## config.mk

```make
export PLATFORM = sky130hd
export DESIGN_NAME = best_fit_block_pool_top
export DESIGN_NICKNAME = d
export VERILOG_FILES = /design/src/rtl/core/bfbp_pkg.sv /design/src/rtl/core/best_fit_block_pool_top.sv
export SDC_FILE = /design/constraint.sdc
export NUM_CORES = 2
export LEC_CHECK = 0
export CORE_UTILIZATION = 40
export CTS_BUF_LIST = sky130_fd_sc_hd__clkbuf_4
export DETAILED_ROUTE_END_ITERATION = 12
export DONT_BUFFER_PORTS = 1
export GPL_TIMING_DRIVEN = 1
export MAX_ROUTING_LAYER = met4
export PLACE_DENSITY = 0.64
export SYNTH_ARGS = -nofsm -noshare
export SYNTH_HDL_FRONTEND = slang
export SYNTH_SLANG_ARGS = --single-unit
```

## constraint.sdc

```tcl
create_clock -name clk -period 10.8 [get_ports clk]
set_input_delay 1.08 -clock clk [delete_from_list [all_inputs] [get_ports clk]]
set_output_delay 1.08 -clock clk [all_outputs]
set_load 0.1 [all_outputs]
```

## src/rtl/core/bfbp_pkg.sv

```systemverilog
`default_nettype none

package bfbp_pkg;

  // Sizes and starts are kept in units of 256 bytes.
  localparam int unsigned UNIT_SHIFT = 8;
  localparam int unsigned START_W    = 24;
  localparam int unsigned SIZE_W     = 25;
  localparam int unsigned CFG_IDX_W  = 2;

  typedef logic [1:0] op_t;
  localparam op_t OP_ALLOCATE = 2'd0;
  localparam op_t OP_RELEASE  = 2'd1;
  localparam op_t OP_CLEAR    = 2'd2;

  typedef logic [2:0] status_t;
  localparam status_t ST_REUSED    = 3'd0;
  localparam status_t ST_NEW_BLOCK = 3'd1;
  localparam status_t ST_NO_SPACE  = 3'd2;
  localparam status_t ST_RELEASED  = 3'd3;
  localparam status_t ST_IGNORED   = 3'd4;
  localparam status_t ST_NOT_FOUND = 3'd5;
  localparam status_t ST_CLEARED   = 3'd6;

  localparam logic [CFG_IDX_W-1:0] CFG_POOL_BASE  = 2'd0;
  localparam logic [CFG_IDX_W-1:0] CFG_POOL_LIMIT = 2'd1;

  typedef struct packed {
    logic [START_W-1:0] start;
    logic [SIZE_W-1:0]  size;
    logic               busy;
  } entry_t;

endpackage

`default_nettype wire

```

## src/rtl/core/best_fit_block_pool_top.sv

```systemverilog
// Flow: a clear, a null release, an unknown operation or any request against an empty
//   table goes straight from idle to the decision; allocate and release with a
//   non-empty table first scan every entry (up to ENTRIES) before the decision.
// Throughput: one item at a time; the table scan reads one entry per cycle from the single
//   entry memory, and the decision also waits out any result stall.
// Reset: synchronous rst empties the table, zeroes total and peak, sets pool_base to 0 and
//   the limit to 4 GiB. The entry memory needs no clearing pass: only entries below the
//   fill count are ever used, and each of those was written by an append.
`default_nettype none

module best_fit_block_pool_top #(
  parameter int unsigned ENTRIES = 64
) (
  input  wire                               clk,
  input  wire                               rst,
  // configuration write channel
  input  wire                               cfg_valid,
  output logic                              cfg_ready,
  input  wire  [bfbp_pkg::CFG_IDX_W-1:0]    cfg_index,
  input  wire  [32:0]                       cfg_data,
  // request channel
  input  wire                               in_valid,
  output logic                              in_ready,
  input  wire  [1:0]                        operation,
  input  wire  [31:0]                       request_bytes,
  input  wire  [31:0]                       block_address,
  // result channel
  output logic                              out_valid,
  input  wire                               out_ready,
  output logic [31:0]                       granted_address,
  output logic [2:0]                        status,
  output logic [32:0]                       held_bytes,
  output logic [32:0]                       peak_bytes
);
  import bfbp_pkg::*;

  localparam int unsigned IW = (ENTRIES > 1) ? $clog2(ENTRIES) : 1;
  localparam int unsigned CW = $clog2(ENTRIES + 1);

  localparam logic [1:0] S_IDLE   = 2'd0;
  localparam logic [1:0] S_SCAN   = 2'd1;
  localparam logic [1:0] S_DECIDE = 2'd2;

  // Configuration registers; the low byte of the base is dropped on write.
  logic [START_W-1:0] base_units;
  logic [32:0]        pool_limit;

  // Pool bookkeeping
  logic [CW-1:0]      count;
  logic [SIZE_W-1:0]  total_units;
  logic [SIZE_W-1:0]  peak_units;

  // Control
  logic [1:0]         state;
  logic [CW-1:0]      issue_idx;
  logic               chk_valid;
  logic [IW-1:0]      chk_idx;

  // Latched request
  op_t                op;
  logic [SIZE_W-1:0]  units;
  logic [START_W-1:0] rel_key;
  logic               rel_aligned;
  logic               rel_null;

  // Scan results
  logic               found;
  logic [IW-1:0]      best_idx;
  entry_t             best_entry;

  // Entry memory
  entry_t             mem [ENTRIES];
  entry_t             rd_entry;
  logic               mem_we;
  logic [IW-1:0]      mem_waddr;
  entry_t             mem_wdata;

  // Decide datapath
  logic [25:0]        new_start;
  logic [26:0]        new_end;
  logic [25:0]        new_total;
  logic               over_limit;
  logic               append_ok;
  logic               decide_fire;
  logic               in_xfer;
  logic               scan_last;
  logic               cand_fit;
  logic               cand_match;
  logic [32:0]        round_sum;

  // Result fields of the item being decided
  logic [31:0]        res_addr;
  status_t            res_status;
  logic [32:0]        res_held;
  logic [32:0]        res_peak;

  assign cfg_ready   = 1'b1;
  assign in_ready    = (state == S_IDLE);
  assign in_xfer     = in_valid && in_ready;
  // Fire the decision only when the result register can take it.
  assign decide_fire = (state == S_DECIDE) && (!out_valid || out_ready);
  assign round_sum   = {1'b0, request_bytes} + 33'd255;

  assign scan_last  = chk_valid && ((CW'(chk_idx) + CW'(1)) == count);
  // Best fit: free, big enough, strictly smaller than the best so far (earliest wins ties).
  assign cand_fit   = chk_valid && !rd_entry.busy && (rd_entry.size >= units) &&
                      (!found || (rd_entry.size < best_entry.size));
  // Release: first entry whose start matches, aligned addresses only.
  assign cand_match = chk_valid && !found && rel_aligned && (rd_entry.start == rel_key);

  always_comb begin
    new_start  = {2'b00, base_units} + {1'b0, total_units};
    new_end    = {1'b0, new_start} + {2'b00, units};
    new_total  = {1'b0, total_units} + {1'b0, units};
    over_limit = {new_total, 8'h00} > {1'b0, pool_limit};
    append_ok  = (count < CW'(ENTRIES)) && !over_limit && (new_start[25:24] == 2'b00) &&
                 (new_end <= 27'(1 << START_W));
  end

  always_comb begin
    mem_we    = 1'b0;
    mem_waddr = best_idx;
    mem_wdata = best_entry;
    if (decide_fire) begin
      case (op)
        OP_ALLOCATE: begin
          if (found) begin
            mem_we         = 1'b1;
            mem_wdata.busy = 1'b1;
          end else if (append_ok) begin
            mem_we          = 1'b1;
            mem_waddr       = count[IW-1:0];
            mem_wdata.start = new_start[START_W-1:0];
            mem_wdata.size  = units;
            mem_wdata.busy  = 1'b1;
          end
        end
        OP_RELEASE: begin
          if (found) begin
            mem_we         = 1'b1;
            mem_wdata.busy = 1'b0;
          end
        end
        default: begin
          mem_we = 1'b0;
        end
      endcase
    end
  end

  // Build the result of the current decision.
  always_comb begin
    res_addr   = '0;
    res_status = ST_IGNORED;
    res_held   = {total_units, 8'h00};
    res_peak   = {peak_units, 8'h00};
    case (op)
      OP_ALLOCATE: begin
        if (found) begin
          res_addr   = {best_entry.start, 8'h00};
          res_status = ST_REUSED;
        end else if (append_ok) begin
          res_addr   = {new_start[START_W-1:0], 8'h00};
          res_status = ST_NEW_BLOCK;
          res_held   = {new_total[SIZE_W-1:0], 8'h00};
          if (new_total[SIZE_W-1:0] > peak_units) begin
            res_peak = {new_total[SIZE_W-1:0], 8'h00};
          end
        end else begin
          res_status = ST_NO_SPACE;
        end
      end
      OP_RELEASE: begin
        if (rel_null) begin
          res_status = ST_IGNORED;
        end else if (found) begin
          res_status = ST_RELEASED;
        end else begin
          res_status = ST_NOT_FOUND;
        end
      end
      OP_CLEAR: begin
        res_status = ST_CLEARED;
        res_held   = '0;
      end
      default: begin
        res_status = ST_IGNORED;
      end
    endcase
  end

  // Single write port, one registered read port.
  always_ff @(posedge clk) begin
    if (mem_we) begin
      mem[mem_waddr] <= mem_wdata;
    end
    rd_entry <= mem[issue_idx[IW-1:0]];
  end

  // Configuration writes; unknown indexes are dropped.
  always_ff @(posedge clk) begin
    if (rst) begin
      base_units <= '0;
      pool_limit <= 33'h1_0000_0000;
    end else if (cfg_valid && cfg_ready) begin
      case (cfg_index)
        CFG_POOL_BASE:  base_units <= cfg_data[31:UNIT_SHIFT];
        CFG_POOL_LIMIT: pool_limit <= cfg_data;
        default:        base_units <= base_units;
      endcase
    end
  end

  // Control state machine
  always_ff @(posedge clk) begin
    if (rst) begin
      state       <= S_IDLE;
      issue_idx   <= '0;
      chk_valid   <= 1'b0;
      count       <= '0;
      total_units <= '0;
      peak_units  <= '0;
      out_valid   <= 1'b0;
      found       <= 1'b0;
    end else begin
      // Drop the result once it is taken, unless a new one lands in the same cycle.
      if (out_valid && out_ready && !decide_fire) begin
        out_valid <= 1'b0;
      end
      unique case (state)
        S_IDLE: begin
          if (in_xfer) begin
            issue_idx <= '0;
            chk_valid <= 1'b0;
            found     <= 1'b0;
            // Scan only for allocate and non-null release with a non-empty table.
            if ((count != '0) && ((operation == OP_ALLOCATE) ||
                ((operation == OP_RELEASE) && (block_address != 32'd0)))) begin
              state <= S_SCAN;
            end else begin
              state <= S_DECIDE;
            end
          end
        end
        S_SCAN: begin
          chk_valid <= (issue_idx < count) && !scan_last;
          if (issue_idx < count) begin
            issue_idx <= issue_idx + CW'(1);
          end
          if ((op == OP_ALLOCATE) ? cand_fit : cand_match) begin
            found <= 1'b1;
          end
          if (scan_last) begin
            state <= S_DECIDE;
          end
        end
        S_DECIDE: begin
          if (decide_fire) begin
            out_valid <= 1'b1;
            state     <= S_IDLE;
            case (op)
              OP_ALLOCATE: begin
                if (!found && append_ok) begin
                  count       <= count + CW'(1);
                  total_units <= new_total[SIZE_W-1:0];
                  if (new_total[SIZE_W-1:0] > peak_units) begin
                    peak_units <= new_total[SIZE_W-1:0];
                  end
                end
              end
              OP_CLEAR: begin
                count       <= '0;
                total_units <= '0;
              end
              default: begin
                count <= count;
              end
            endcase
          end
        end
        default: begin
          state <= S_IDLE;
        end
      endcase
    end
  end

  // Payload registers: latched request, scan tracking and result.
  always_ff @(posedge clk) begin
    if (in_xfer) begin
      op          <= operation;
      units       <= round_sum[32:UNIT_SHIFT];
      rel_key     <= block_address[31:UNIT_SHIFT];
      rel_aligned <= (block_address[UNIT_SHIFT-1:0] == '0);
      rel_null    <= (block_address == 32'd0);
    end
    if (state == S_SCAN) begin
      chk_idx <= issue_idx[IW-1:0];
      if ((op == OP_ALLOCATE) ? cand_fit : cand_match) begin
        best_idx   <= chk_idx;
        best_entry <= rd_entry;
      end
    end
    if (decide_fire) begin
      granted_address <= res_addr;
      status          <= res_status;
      held_bytes      <= res_held;
      peak_bytes      <= res_peak;
    end
  end

  a_count_bound: assert property (@(posedge clk) disable iff (rst)
    count <= CW'(ENTRIES))
    else $error("entry count beyond table depth");

  a_total_le_peak: assert property (@(posedge clk) disable iff (rst)
    total_units <= peak_units)
    else $error("total exceeds peak");

  a_chk_in_scan: assert property (@(posedge clk) disable iff (rst)
    chk_valid |-> (state == S_SCAN))
    else $error("scan data outside scan");

  a_write_on_decide: assert property (@(posedge clk) disable iff (rst)
    mem_we |-> decide_fire)
    else $error("entry write outside decision");

  a_decide_result: assert property (@(posedge clk) disable iff (rst)
    decide_fire |=> (out_valid && (state == S_IDLE)))
    else $error("decision did not produce a result");

endmodule

`default_nettype wire

```

# Word level (Yosys, flattened, before mapping)
# Memories as Yosys holds them, arrays and structs flattened. A register that Yosys moved wholly into a read port is not among the register bits.
# Cells that the tools add are included.
# Widths: inputs -> output; s select.
classes:
  n_addsub: 7
  n_lt_le_gt_ge: 7
  eq_ne: 14
  muxes: 52
  bitwise: 2
  reduce_logical: 49
ops:
  columns: ["cell", "count"]
  rows:
  - ["$mux 33", 6]
  - ["$mux 50", 2]
  - ["$mux 49", 2]
  - ["$pmux 33 s2", 1]
  - ["$mux 32", 2]
  - ["$pmux 25 s2", 1]
  - ["$gt 34x33->1", 1]
  - ["$add 32x8->33 const B", 1]
  - ["$logic_not 32->1", 1]
  - ["$reduce_bool 32->1", 1]
  - ["$pmux 7 s2", 2]
  - ["$add 26x25->27", 1]
  - ["$le 27x25->1 const B", 1]
  - ["$add 24x25->26", 1]
  - ["$add 25x25->26", 1]
  - ["$ge 25x25->1", 1]
  - ["$gt 25x25->1", 1]
  - ["$lt 25x25->1", 1]
  - ["$mux 25", 1]
  - ["$eq 24x24->1", 1]
  - ["$mux 6", 4]
  - ["$mux 7", 3]
  - ["$logic_and 1x1->1", 18]
  - ["$add 7x1->7 const B", 2]
  - ["27 further kinds", 75]
totals:
  register_bits: 342
  mem_bits_rw: 3200
  word_cells: 158
  n_memories: 1
mem_list:
  columns: ["name", "words", "word_bits", "rd", "rd_ports_with_merged_regs", "wr", "line", "text"]
  rows:
  - ["mem", 64, 50, 1, 1, 1, "best_fit_block_pool_top.sv:72", "entry_t mem [ENTRIES];"]

# Depth between registers and ports, before layout
logic_depth:
  ltp_word: 12
  depth_mapped: 26
  mapped_depth_nobuf: 24

# Worst setup path after synthesis
# No wires, ideal clock.
synth_path:
  path_kind: "register to register"
  start: "register total_units[0]"
  end: "memory mem[3][0] (netlist name), enable pin"
  t_arrival_ps: 7913
  slack_ps: 2408
  path_stages_with_launch: 25
  n_path_buf: 2
  cell_sequence: "dfxtp_1 ha_1 inv_1 fa_1 nor2b_1 o31a_1 o21ai_1 o221ai_1 a21oi_1 o31ai_1 a21o_1 a21oi_1 xnor2_1 ha_1 a21o_1 a2111oi_0 o211ai_1 a32oi_1 o2111ai_1 or4_4 o21a_4 buf_6 clkbuf_1 or4_1 a22oi_1"
synth_between:
  elab_chain_cells: 12
synth_rtl:
  columns: ["element", "line", "text"]
  rows:
  - ["start, declared", "best_fit_block_pool_top.sv:50", "logic [SIZE_W-1:0] total_units;"]
  - ["start signal, assigned", "best_fit_block_pool_top.sv:265", "total_units <= new_total[SIZE_W-1:0];"]
  - ["parallel branches: the longest is 5 deep, another holds $add 26x25->27", null, null]
  - ["$logic_and 1x1->1 *", "best_fit_block_pool_top.sv:116", "append_ok = (count < CW'(ENTRIES)) && !over_limit && (new_start[25:24] == 2'b00) &&"]
  - ["$mux 1", "best_fit_block_pool_top.sv:130", "end else if (append_ok) begin"]
  - ["$mux 1", "best_fit_block_pool_top.sv:127", "if (found) begin"]
  - ["$pmux 1 s2", "best_fit_block_pool_top.sv:125", "case (op)"]
  - ["$mux 1", "best_fit_block_pool_top.sv:124", "if (decide_fire) begin"]
  - ["$mux 1", "best_fit_block_pool_top.sv:194", "if (mem_we) begin"]
  - ["$mux 1 (implied by the code)", "best_fit_block_pool_top.sv:195", "mem[mem_waddr] <= mem_wdata;"]
  - ["end, declared", "best_fit_block_pool_top.sv:72", null]
# Every way passes the cells marked *.

# Worst setup path after layout
layout_path:
  start: "register total_units[0]"
  end: "memory mem[30][13] (netlist name), enable pin"
# The elaborated chain is that of the path after synthesis.

==> flow_metrics.tcl <==
set metrics [dict create \
    status "complete, no violations" \
    grt_use_total_pct 23.4 \
    layout_common_cells "3,392 x edfxtp_1, 1,289 x clkbuf_4, 1,050 x mux4_2" \
    nets 8175 \
    antenna_found_initial 32 \
    cts.repair.resized 0 \
    layout_commonest_cell "edfxtp_1" \
    numClockSinks 3568 \
    critical_path_required_ps 11960 \
    htreeDepth 6 \
    detail_route.iter0.violations 10100 \
    synth_edf_count 3392 \
    critical_path_class "reg2reg" \
    dr.pass1.iters 9 \
    synth.yosys.seq_area_share_pct 73.3 \
    drv_cap 0 \
    setup_tns_ps 0 \
    grt_overflow_total 0 \
    tightest_slew_ps 1360 \
    synth.avg_cell_area_um2 20.5 \
    clk_pin_slew_ps 70 \
    timing.fmax_mhz 107 \
    dp_hpwl_mm 241 \
    hold_path_class "in2reg" \
    async_flop_share_pct 0 \
    via_per_inst 5.84 \
    crit_path_top_delay_cell "xnor2_1" \
    cts_root_buffer "clkbuf_4" \
    cts_tree "built" \
    fin_crit_ps 9310 \
    syn_to_final_growth_pct 13.9 \
    p_int_mw 21.1 \
    drc_errors 0 \
    ys_types 85 \
    relSlewSlack_pct 9.12 \
    clk_latency_ps 1650 \
    grt_max_degree 151 \
    skew_ps 189 \
    pwr-share-seq_pct 55.9 \
    peakVddDrop_mv 0.110 \
    die-area_um2 362000 \
    synth_warnings 0 \
    finalWorstSetupSlack_ps 1490 \
    r2r-start "total_units[0]" \
    critPathMaxStageDelay_ps 1000 \
    finalSetupViolCount 0 \
    rows 219 \
    port_buffers 0 \
    dpl_worst_slack_ps 1900 \
    cts_made_buffers 862 \
    initial_core_util_pct 40.3 \
    rsz0062_at_grt "no" \
    postRouteAntennaNets 0 \
    gp_congestion 0.909 \
    start_kind "flop" \
    critical_path_buf_inv_count 3 \
    syn_area_um2 144000 \
    io_pins 210 \
    finalHoldViolations 0 \
    p_leak_nw 51.0 \
    synth-seq-cells 3568 \
    critical-path-top-delay-family "compound AO/OA/AOI/OAI gates" \
    end_kind "flop" \
    die_x_um 601 \
    crit_arrival_ps 10470 \
    synthCells 7002 \
    wl_mm 415 \
    combPwrFrac_pct 4.6 \
    vias 77900 \
    wl_per_cell_um 31.1 \
    power_frac_clock_pct 39.5 \
    sw_frac_of_total_pct 23.9 \
    synth_ff_type "edfxtp_1" \
    min-delay-start "cfg_data[30]" \
    grt_pass1_wl_mm 584 \
    cts_setup_buffers 0 \
    crit_start "total_units[0]" \
    core_um2 357000 \
    grt_pass1_vias 78700 \
    switchingPower_mw 6.63 \
    period_share_pct 86.2 \
    drive_gt1_share_pct 33.2 \
    timing.final.max_slew_violations 0 \
    die_y_um 601 \
    cts_buffer_depth 4 \
    pwr_density_cell_nw_per_um2 169 \
    critical_path_peak_fanout 90 \
    path_cells "ha_1 > inv_1 > fa_1 > nor2b_1 > o31a_1 > o21ai_1 > o221ai_1 > a21oi_1 > o31ai_1 > a21o_1 > a21oi_1 > xnor2_1 > ha_1 > a21o_1 > a2111oi_0 > o211ai_1 > a32oi_1 > o2111ai_1 > or4_4 > o21a_4 > buf_4 > or4_1 > a22oi_2 > buf_4" \
]
-- sequential cells by signal, summed over array words and instances, names as in the netlist, 7 cells and up --
| register | flops |
|---|---|
| granted_address | 24 |
| rd_entry | 50 |
| pool_limit | 33 |
| rel_key | 24 |
| mem | 3200 |
| peak_bytes | 25 |
| best_entry | 50 |
| units | 25 |
| count | 7 |
| total_units | 25 |
| held_bytes | 25 |
| peak_units | 25 |
| issue_idx | 7 |
| base_units | 24 |
-- path summary, 6_finish.rpt --
path                    end  slack (ps)  depth (start not counted)
max             mem[30][13]        1490                         24
min          pool_limit[30]         170                          3
max reg2reg     mem[30][13]        1490                         24
min reg2reg   best_entry[9]         410                          0
-- metrics by stage --
step                      instances  hold WS (ps)  cell area (um^2)  util, %  power, mW
final                         13300           169            164000     45.9       27.7
after floorplan                7025           400            144000        -       16.5
after global placement        11600           416            151000     42.4       17.0
after global routing          13300          52.4            164000     45.9       28.7
after detailed placement      11600           423            151000     42.4       17.0
after CTS                     13300          6.75            164000     45.9       27.9
-- cell type report --
| type | count | area, um^2 |
|---|---|---|
| fill | 29900 | 193000 |
| timing repair buffer | 396 | 3820 |
| clock buffer | 1289 | 9680 |
| clock inverter | 251 | 1310 |
| antenna | 19 | 47.5 |
| sequential | 3568 | 105000 |
| tap | 4751 | 5940 |
| multi-input combinational | 2863 | 36900 |
| inverter | 191 | 721 |
-- kinds of logic (layout without fill, tap and decap cells) --
group / Yosys count / after routing / share of synthesized area, %
adder cells (fa/ha/maj): 187 / 187 / 1.64
AO/OA/AOI/OAI: 697 / 697 / 3.25
multiplexers: 1105 / 1105 / 16.9
flip-flops: 3568 / 3568 / 73.3
other: 2 / 44 / 0.00522
AND/OR/NAND/NOR: 737 / 737 / 2.61
buffers and inverters: 594 / 2127 / 1.64
XOR/XNOR: 112 / 112 / 0.682
-- synthesized netlist by cell type (14+ instances only) --
cell type / count / area (um^2)
a211oi_1: 20 / 150
and3_1: 17 / 106
buf_4: 25 / 188
nand2b_1: 19 / 119
mux2_2: 29 / 327
edfxtp_1: 3392 / 102000
a21o_1: 60 / 450
nand2_1: 203 / 762
o211ai_1: 16 / 120
nor4_1: 18 / 113
clkbuf_1: 284 / 1070
or3_1: 14 / 87.6
nand4_1: 57 / 357
o21ai_0: 154 / 771
or4_1: 66 / 495
o32ai_1: 24 / 210
nor2b_1: 14 / 87.6
nor3_1: 33 / 165
mux2i_1: 26 / 260
buf_1: 77 / 289
o21a_1: 24 / 180
a22oi_1: 67 / 503
dfxtp_1: 176 / 3520
o31ai_1: 17 / 128
xor2_1: 34 / 298
nand3_1: 77 / 385
mux4_2: 1050 / 23600
xnor2_1: 78 / 683
ha_1: 184 / 2300
a22o_1: 44 / 385
a21oi_1: 155 / 776
nor2_1: 161 / 604
inv_1: 189 / 709
-- metal layers --
| metal | GRT usage, % | part of all wire (%) | routed length [um] | vias to the layer above |
|---|---|---|---|---|
| met5 | - | 0 | 0 | - |
| met4 | 8.66 | 3.7 | 15500 | 0 |
| met3 | 6.07 | 11 | 44500 | 722 |
| met2 | 36.0 | 47 | 197000 | 4405 |
| met1 | 29.9 | 38 | 158000 | 41100 |
| li1 | - | - | - | 31600 |
-- worst register-to-register path, stage by stage (launching register included) --
cell and delay (ps):
dfxtp_1 390, ha_1 230, inv_1 70, fa_1 420
nor2b_1 170, o31a_1 190, o21ai_1 160, o221ai_1 460
a21oi_1 230, o31ai_1 410, a21o_1 170, a21oi_1 70
xnor2_1 1000, ha_1 480, a21o_1 260, a2111oi_0 530
o211ai_1 160, a32oi_1 240, o2111ai_1 130, or4_4 490
o21a_4 490, buf_4 430, or4_1 580, a22oi_2 600
buf_4 530
-- power groups by stage --
stage,Combinational (mW),Clock [mW],Sequential (mW)
after floorplan,0.681,0,15.8
after global routing,1.34,11.9,15.5
after CTS,1.25,11.2,15.5
after detailed placement,1.19,0,15.8
after global placement,1.16,0,15.8
final,1.27,10.9,15.5
-- timing repair --
action | 4_1_cts | 5_1_grt
setup endpoints to repair | 0 | 0
hold buffers | 156 | 0
endpoints found under the hold margin | 178 | 0
(Power assumes the default switching activity.)
